--- src/hdl/nca_pkg.sv ---
package nca_pkg;

  localparam int NUM_GROUPS   = 32;
  localparam int NUM_FEATURES = 64;

  localparam int GRP_IDX_W   = (NUM_GROUPS > 1) ? $clog2(NUM_GROUPS) : 1;
  localparam int GRP_CNT_W   = $clog2(NUM_GROUPS + 1);
  localparam int STORE_DEPTH = NUM_GROUPS * NUM_FEATURES;
  localparam int ADDR_W      = (STORE_DEPTH > 1) ? $clog2(STORE_DEPTH) : 1;

  localparam int VAL_W = 16;
  localparam int SQ_W  = 32;
  localparam int ACC_W = 40;

  localparam logic [ACC_W-1:0] ACC_MAX = {ACC_W{1'b1}};

  typedef enum logic {
    OP_LOAD = 1'b0,
    OP_ELEM = 1'b1
  } opcode_e;

  typedef enum logic [1:0] {
    ST_IDLE,
    ST_SWEEP,
    ST_HOLD
  } state_e;

  typedef struct packed {
    opcode_e            opcode;
    logic [4:0]         group_index;
    logic [5:0]         feature_index;
    logic signed [15:0] feature_value;
    logic               last_feature;
  } in_word_t;

  typedef struct packed {
    logic [4:0]  nearest_group;
    logic [39:0] min_distance_sq;
  } out_word_t;

endpackage

--- src/hdl/nca_sqdiff.sv ---
module nca_sqdiff (
  input  logic                              clk_i,
  input  logic                              rst_ni,
  input  logic                              vld_i,
  input  logic                              en_i,
  input  logic signed [nca_pkg::VAL_W-1:0]  cen_i,
  input  logic signed [nca_pkg::VAL_W-1:0]  val_i,
  output logic                              vld_o,
  output logic [nca_pkg::SQ_W-1:0]          sq_o
);
  import nca_pkg::*;

  logic [VAL_W:0]   diff;
  logic [VAL_W:0]   mag_full;
  logic [VAL_W-1:0] mag;
  logic [SQ_W-1:0]  prod;
  logic             vld_q;
  logic [SQ_W-1:0]  sq_q;

  // The magnitude of a 17-bit difference of two 16-bit values fits in 16 bits.
  always_comb begin
    diff     = {cen_i[VAL_W-1], cen_i} - {val_i[VAL_W-1], val_i};
    mag_full = diff[VAL_W] ? (~diff + (VAL_W+1)'(1)) : diff;
    mag      = mag_full[VAL_W-1:0];
    prod     = SQ_W'(mag) * SQ_W'(mag);
  end

  always_ff @(posedge clk_i or negedge rst_ni) begin
    if (!rst_ni) begin
      vld_q <= 1'b0;
    end else begin
      vld_q <= vld_i;
    end
  end

  always_ff @(posedge clk_i) begin
    sq_q <= en_i ? prod : '0;
  end

  assign vld_o = vld_q;
  assign sq_o  = sq_q;

endmodule

--- config.mk ---
export PLATFORM = sky130hd
export DESIGN_NAME = nca_sqdiff
export DESIGN_NICKNAME = d
export VERILOG_FILES = /design/src/hdl/nca_pkg.sv /design/src/hdl/nca_sqdiff.sv
export SDC_FILE = /design/constraint.sdc
export NUM_CORES = 1
export LEC_CHECK = 0
export ABC_AREA = 1
export BUFFER_PORTS_ARGS = -buffer_cell sky130_fd_sc_hd__buf_4
export CAP_MARGIN = 20
export CORE_MARGIN = 2
export CORE_UTILIZATION = 45
export DETAILED_ROUTE_END_ITERATION = 10
export PLACE_DENSITY = 0.59
export SYNTH_ARGS = -nofsm -noshare
export SYNTH_HDL_FRONTEND = slang
export SYNTH_SLANG_ARGS = --single-unit
--- constraint.sdc ---
create_clock -name clk_i -period 1.59 [get_ports clk_i]
set_clock_uncertainty 0.15 [all_clocks]
set_input_delay 0.477 -clock clk_i [delete_from_list [all_inputs] [get_ports clk_i]]
set_output_delay 0.477 -clock clk_i [all_outputs]
set_load 0.01 [all_outputs]
==> metrics <==
outcome finished, violations left; failing checks setup timing; slowest CP cell fa_1; Setup CP Type in -> reg; Critical Path Start Type input port; Starting Density 46.28%; total global-route track usage 24.33%; share of post-route cells with drive strength above 1 41.20%; Rows 53; WP data required 1.65 ns; clk slew on worst S/H paths 0.05 ns; hold endpoint vld_o; Slew Limit Fails 0; post-synthesis sequential area ratio 6.595%; Layout area overhead 46.77%; antenna cells 0; io pins 69; RSZ-0062 raised after global routing yes; H-tree depth 2; synthesized flop and latch total 32; crit-path max cell delay 0.57 ns; endpoints failing hold 0; Residual DRC 0; DRT antenna net count 0; GRT Residual Overflow 0; max cap viols 0; Max Fclk 0.1374 GHz; Setup violations, final 30; Hold Path Depth 1; critical hold path startpoint vld_i; PnR worst setup slack -5.689 ns; element type at the critical path end flop; DIE AREA 22950 um^2; largest net degree at the start of global routing 30; first-pass iteration count of the detailed router 5; via count 9033; most frequent CP cell fa_1; hpwl dp 21430 um; crit path time final 7.279 ns; via/cell ratio 4.739; syn_area_per_cell 7.733 um^2; Critical Path Source cen_i[0]; clock sinks 32; synth unique cells 50; die width 151.5 um; initial antenna violation count 0; final period utilization 457.8%; wire length per cell 13.67 um; Detailed Route Iter0 Violations 367; Worst Hold Class in -> reg; Longest Clk Path Bufs 2; vias in the first global route 9709; first-pass GRT wire length 44390 um; Yosys warning total 0; mapped cell area 9789 um^2; Critical Path AT 7.34 ns; fin util 67.92%; final hold slack 0.1492 ns; GP Congestion 0.8553; total CTS buffers 5; Port Buffers 67; crit-path max FO 5; Detailed Route WL 26060 um; synthesized instance count 1266; CTS tree yes; die height 151.5 um; syn_nets 1579; Core Area 21150 um^2; Clock Tree Root clkbuf_16; Final Net Count 1943
-- worst max-delay path, delay by kind of cell --
family,cells,cell delay [ns]
AOI/OAI and AO/OA,5,0.69
xor gates and xnor gates,1,0.14
adders and majority gates,9,3.82
buffers and inverters,12,1.17
and+or+nand+nor,13,1.02
-- area by class of cell --
type / instances / area [um^2]
fillers: 1804 / 6787
well taps: 275 / 344.1
repair inverters: 1 / 8.758
flip-flops and latches: 32 / 645.6
multi-input cells: 869 / 8818
clock inverters: 1 / 30.03
clock buffers: 7 / 152.6
repair buffers: 374 / 2999
inverters: 347 / 1369
-- sequential cells by signal (all words and copies together), names as in the netlist --
name,count
sq_o,31
vld_o,1
-- how the worst max path moves through the flow --
stage	end	slack (ns)	cells after the start
after floorplan	sq_o[25]	-5.48	36
after global placement	sq_o[31]	-6.08	37
after detailed placement	sq_o[25]	-6.07	38
after CTS	sq_o[31]	-5.57	38
after global routing	sq_o[25]	-6.03	40
final	sq_o[31]	-5.69	40
-- synthesized netlist by cell type, drive strengths merged --
cell     count  area [um^2]
o21ai       44        231.5
nand3b       2        15.01
a211oi       2        15.01
and2         3        18.77
xnor2        3        26.28
o211ai       1        7.510
dfxtp       31        620.6
dfrtp        1        25.02
nor4         2        12.51
or2          3        18.77
a31o         1        8.760
buf         14        140.1
o21a         5        37.54
fa         164         3283
nand4        7        43.79
a31oi        4        40.04
a41oi        1        8.760
inv        347         1315
nor2       133        610.6
a21o         3        22.52
nor3         6        40.04
o21bai       6        45.04
nand3       43        230.2
xor2        12        157.6
o2111ai      1        8.760
clkbuf       4        15.01
nand2      244         1030
a21oi       65        344.1
conb         1        3.750
ha         113         1414
-- timing repair --
| action | 4_1_cts | 5_1_grt |
|---|---|---|
| gates resized for setup | 137 | 97 |
| hold endpoints to repair | 1 | 0 |
| endpoints found under the setup margin | 30 | 30 |
| cloned | 1 | 0 |
| hold buffers | 1 | 0 |
| pin swaps | 80 | 54 |
| buffers inserted | 32 | 20 |
-- kinds of logic (layout without fill, tap and decap cells) --
kind of cell	count (synthesis)	count (layout)	share of synthesized area, %
compound gates	133	133	7.861
xor+xnor	15	15	1.879
fa+ha+maj	277	277	47.98
buf+inv	365	730	15.02
flops	32	32	6.595
other cells	1	1	0.03831
simple gates	443	443	20.63
-- cells in the final DEF (no fill, tap or decap), drive strengths merged, types with 2 or more instances in the layout --
cell      n
and2      3
a31oi     4
nand4     7
o21bai    6
xor2     12
nand3b    2
or2       3
dfxtp    31
inv     345
o21a      5
a21oi    65
a21o      3
ha      113
o21ai    44
clkbuf    7
fa      164
a211oi    2
nand3    43
nand2   244
buf     373
nor2    133
nor4      2
clkinv    2
nor3      6
xnor2     3
-- per-layer routing --
metal	share of wire, %	routed length (um)	vias to the layer above	global-route usage, %
met5	0	0	-	0
met4	1.4	371	0	3.519
met3	3.0	772	31	2.335
met2	53	13810	124	46.00
met1	43	11110	4366	30.71
li1	-	-	4512	-
-- per-stage QoR --
step | instance area [um^2] | setup slack, ns | std cells | setup TNS (ns)
6_report | 14370 | -5.689 | 1906 | -146.41
5_1_grt | 14370 | -6.032 | 1906 | -154.95
4_1_cts | 13860 | -5.572 | 1887 | -143.57
3_5_place_dp | 12890 | -6.072 | 1848 | -158.09
3_3_place_gp | 12890 | -6.079 | 1848 | -157.00
2_1_floorplan | 10250 | -5.484 | 1266 | -139.90
Power is left out: the tool's default activity adds up to more than one toggle a clock period on the data nets, which glitch-free logic cannot reach.
