<file path="config.mk">
export PLATFORM = sky130hd
export DESIGN_NAME = nca_cell
export DESIGN_NICKNAME = d
export VERILOG_FILES = /design/src/hdl/nca_pkg.sv /design/src/hdl/nca_cell.sv
export SDC_FILE = /design/constraint.sdc
export NUM_CORES = 1
export LEC_CHECK = 0
export BUFFER_PORTS_ARGS = -buffer_cell sky130_fd_sc_hd__buf_2
export CAP_MARGIN = 20
export CORE_ASPECT_RATIO = 1.4
export CORE_UTILIZATION = 45
export CTS_BUF_LIST = sky130_fd_sc_hd__clkbuf_4
export DETAILED_ROUTE_END_ITERATION = 16
export PLACE_DENSITY = 0.83
export SETUP_SLACK_MARGIN = 0.2
export SLEW_MARGIN = 20
export SYNTH_ARGS = -nofsm -noshare
export SYNTH_HDL_FRONTEND = slang
export SYNTH_SLANG_ARGS = --single-unit
</file>
<file path="constraint.sdc">
create_clock -name clk_i -period 0.8 [get_ports clk_i]
set_input_delay 0.24 -clock clk_i [delete_from_list [all_inputs] [get_ports clk_i]]
set_output_delay 0.24 -clock clk_i [all_outputs]
set_load 0.1 [all_outputs]
</file>
<file path="src/hdl/nca_pkg.sv">
package nca_pkg;

  localparam int NUM_GROUPS   = 32;
  localparam int NUM_FEATURES = 64;

  localparam int GRP_IDX_W   = (NUM_GROUPS > 1) ? $clog2(NUM_GROUPS) : 1;
  localparam int GRP_CNT_W   = $clog2(NUM_GROUPS + 1);
  localparam int STORE_DEPTH = NUM_GROUPS * NUM_FEATURES;
  localparam int ADDR_W      = (STORE_DEPTH > 1) ? $clog2(STORE_DEPTH) : 1;

  localparam int VAL_W = 16;
  localparam int SQ_W  = 32;
  localparam int ACC_W = 40;

  localparam logic [ACC_W-1:0] ACC_MAX = {ACC_W{1'b1}};

  typedef enum logic {
    OP_LOAD = 1'b0,
    OP_ELEM = 1'b1
  } opcode_e;

  typedef enum logic [1:0] {
    ST_IDLE,
    ST_SWEEP,
    ST_HOLD
  } state_e;

  typedef struct packed {
    opcode_e            opcode;
    logic [4:0]         group_index;
    logic [5:0]         feature_index;
    logic signed [15:0] feature_value;
    logic               last_feature;
  } in_word_t;

  typedef struct packed {
    logic [4:0]  nearest_group;
    logic [39:0] min_distance_sq;
  } out_word_t;

endpackage

</file>
<file path="src/hdl/nca_cell.sv">
module nca_cell (
  input  logic                       clk_i,
  input  logic                       rst_ni,
  input  logic                       shift_i,
  input  logic [nca_pkg::ACC_W-1:0]  acc_i,
  output logic [nca_pkg::ACC_W-1:0]  acc_o
);
  import nca_pkg::*;

  logic [ACC_W-1:0] acc_q;

  always_ff @(posedge clk_i or negedge rst_ni) begin
    if (!rst_ni) begin
      acc_q <= '0;
    end else if (shift_i) begin
      acc_q <= acc_i;
    end
  end

  assign acc_o = acc_q;

endmodule

</file>
==> impl_metrics.ini, run 1 <==
[sta]
crit_endpoint = acc_o[14]
worst-ep-kind = output port

[yosys]
synthesis.nets = 127
ys_types = 3
syn-cell-area_um2 = 1500
yosys.area.top_type = dfrtp_1
synth.area.top_cells = dfrtp_1, mux2_2, buf_6
ys_seq_elements = 40
ys_warn_count = 0
syn_inst = 84
syn_avg_cell_area_um2 = 17.8
netlist.area_leader.share_pct = 66.9
ys_seq_area_share_pct = 66.9

[global_route]
antenna_found_initial = 1
grt_start_max_net_pins = 41

[floorplanning]
ios = 83
initial_utilization_pct = 47.5
chipHeight_um = 70.2
fp-row-count = 24
dieWidth_um = 50.7

[clock_network]
cts-root-buf = clkbuf_4
cts-htree-levels = 2
max-clock-path-buffers = 2
clkSinkCount = 40
cts_buffers = 5

[placement]
dp.cells = 205
io_buffer_count = 82
place_ws_ns = -0.287
place_congestion = 0.787
dp_hpwl_um = 3490

[status]
error = [ERROR DPL-0038] Utilization greater than 100%, impossible to legalize
status = stopped before the end
lastStage = 5_1_grt
## cells in the mapped netlist, drive strengths merged
cell,n
buf,4
dfrtp,40
mux2,40
## what timing repair did
item,in CTS
gates resized for setup,20
endpoints found under the setup margin,80
hold endpoints to repair,40
buffers inserted,9
## metrics by stage
step                      utilization, %  instance area, um2  setup TNS [ns]
after floorplan                        -                1650          -10.20
after global placement              86.9                2740          -11.91
after detailed placement            86.9                2740          -13.69
after CTS                           94.0                2960          -24.72
## kinds of logic after synthesis
| kind of cell | Yosys count | synth area share, % |
|---|---|---|
| buf+inv | 4 | 3.01 |
| flops | 40 | 66.9 |
| mux | 40 | 30.1 |
==> run 2: changes to the inputs <==
--- a/config.mk
+++ b/config.mk
@@ -7,12 +7,9 @@
 export LEC_CHECK = 0
 export BUFFER_PORTS_ARGS = -buffer_cell sky130_fd_sc_hd__buf_2
 export CAP_MARGIN = 20
-export CORE_ASPECT_RATIO = 1.4
-export CORE_UTILIZATION = 45
-export CTS_BUF_LIST = sky130_fd_sc_hd__clkbuf_4
+export CORE_UTILIZATION = 40
 export DETAILED_ROUTE_END_ITERATION = 16
-export PLACE_DENSITY = 0.83
-export SETUP_SLACK_MARGIN = 0.2
+export PLACE_DENSITY_LB_ADDON = 0.15
 export SLEW_MARGIN = 20
 export SYNTH_ARGS = -nofsm -noshare
 export SYNTH_HDL_FRONTEND = slang
==> run 2 against run 1 <==
Effect of this change:
- the flow now finishes, with violations (negative setup slack)
- area after synthesis did not move
- synthesized cell count did not move
==> impl_metrics.ini, run 2 <==
[global_route]
grt_overflow = 0
antenna_found_initial = 0
grt_start_max_net_pins = 41
grt_pass1_vias = 1180
grt_usage_pct = 19.4
grt_pass1_wl_um = 5770

[placement]
dp.cells = 211
dp_hpwl_um = 2600
place_congestion = 0.660
place_ws_ns = -0.260
io_buffer_count = 82

[hold_path]
holdPathStages = 2
min-delay-start = acc_i[28]
hold_path.class = primary input to register
min_to = acc_o[28]

[status]
failed_checks = negative setup slack
status = finished with violations

[worst_setup_path]
cp-end-kind = output port
critPathKind = register to output port
path_delay_family = flip-flops
required_ns = 0.56
r2r_slack_ns = -0.21
cp_max_fo = 2
rr_endpoint = acc_o[14]
critPathLaunchType = register
crit_chain = buf_12
slowest_delay_ns = 0.50
reg2reg_depth = 2
path_buf_inv = 1
critPathSlowestCell = dfrtp_4
cp.arrival_ns = 0.96
r2r-start = acc_o[14]

[routing]
vias = 1069
first_pass_iters = 4
ant_nets = 0
wl_um = 3560
drc = 0
via_per_inst = 4.73
wl_per_cell_um = 15.8
drt_iter0_drc = 14

[final_layout]
final.fill_count = 170
stdcell_count = 226
area_growth_pct = 94.9
largest_reg_flops = 40
drive_gt1_share_pct = 98.3
mostFrequentLayoutCell = buf_12
final_core_util_pct = 84.1
nNetsFinal = 222
mostFrequentLayoutCells = buf_12, buf_2, dfrtp_4, mux2_2
num_antenna_cells = 0

[pwr]
switchingPower_uw = 2660
netSwitchingFraction_pct = 38.8
p_comb_share_pct = 42.9
seqPwrFrac_pct = 37.8
clkPwrFrac_pct = 19.3
power.leakage_uw = 0.00126
peakVddDrop_mv = 2.21
internal_power_uw = 4190
powerDensity_nw_per_um2 = 2350

[clock_network]
cts_buffers = 5
cts_tree = yes
clock_latency_ns = 0.28
clkSinkCount = 40
cts-root-buf = clkbuf_8
max-clock-path-buffers = 2
cts-htree-levels = 2
clkTransAtPathRegs_ns = 0.07

[yosys]
syn_avg_cell_area_um2 = 17.8
synthesis.nets = 127
ys_warn_count = 0
ys.flop_type = dfrtp_1
synthTopCellsByCount = dfrtp_1, mux2_2, buf_6
syn_inst = 84
ys_types = 3
syn-cell-area_um2 = 1500
ys_seq_area_share_pct = 66.9
ys_seq_elements = 40
yosys.area.top_type = dfrtp_1
netlist.area_leader.share_pct = 66.9
async_reset_ff_share_pct = 100
synth.area.top_cells = dfrtp_1, mux2_2, buf_6
synth_edf_count = 0

[sta]
worst_slew_pin_slew_ns = 0.201
fin_skew_ns = 0
postLayoutSetupSlackWorst_ns = -0.402
maxSlewViolCount = 0
setup_viol = 80
period_minus_slack_ns = 1.20
clock.fmax_mhz = 832
timing.final.crit_share_pct = 150
rsz0062_at_grt = yes
slew_headroom_pct = 86.6
hold_viol = 0

[floorplanning]
initial_utilization_pct = 43.1
dieWidth_um = 63.2
fp-row-count = 21
core_um2 = 3470
dieArea_um2 = 3990
chipHeight_um = 63.2
ios = 83

[job]
cap_violations = 0
[run 2: kinds of logic after synthesis]
logic type,Yosys count,share of synthesized area [%]
DFF,40,66.9
muxes,40,30.1
buffers and inverters,4,3.01
[run 2: how the worst max path moves through the flow]
stage,start,end,cells after the start
3_3_place_gp,shift_i,acc_o[35],3
5_1_grt,acc_o[14],acc_o[14],1
6_report,acc_o[14],acc_o[14],1
2_1_floorplan,acc_o[0],acc_o[0],1
4_1_cts,acc_o[21],acc_o[21],1
3_5_place_dp,shift_i,acc_o[7],3
[run 2: area by class of cell]
type	count	area, um2	share of cell area, %
Timing Repair Buffer	92	1150	39.4
Multi-Input combinational cell	40	469	16.1
Tap cell	46	57.6	1.97
Sequential cell	40	1150	39.5
Clock buffer	8	90.1	3.09
[run 2: power by group through the flow]
stage	clock network [uW]	logic (uW)	registers, uW
finish	1320	2940	2590
global route	1420	3010	2620
CTS	1340	2920	2590
detailed placement	0	2860	2630
global placement	0	2820	2610
floorplan	0	255	4030
[run 2: layer usage]
| metal | vias up | GRT usage (%) | share of wire, % |
|---|---|---|---|
| met5 | - | 0 | 0 |
| met2 | 48 | 35.1 | 55 |
| met3 | 3 | 6.52 | 6.9 |
| met4 | 0 | 3.49 | 0.59 |
| li1 | 481 | - | - |
| met1 | 537 | 22.3 | 37 |
[run 2: per-stage QoR]
step	area, um2	hold slack [ns]	total power, uW	TNS, ns
after floorplan	1650	-0.0556	4280	-10.20
after detailed placement	2730	0.231	5490	-12.59
after CTS	2880	0.181	6850	-19.04
after global routing	2920	0.179	7060	-20.52
after global placement	2730	0.220	5430	-11.44
final	2920	0.186	6850	-18.95
[run 2: repair_timing]
action                                  in CTS  in global routing
endpoints found under the setup margin      80                 80
setup buffers                                4                  6
endpoints found under the hold margin       40                  0
hold buffers                                 1                  0
resized for setup                            6                  8
Note: power is estimated with default switching activity, not from simulation.
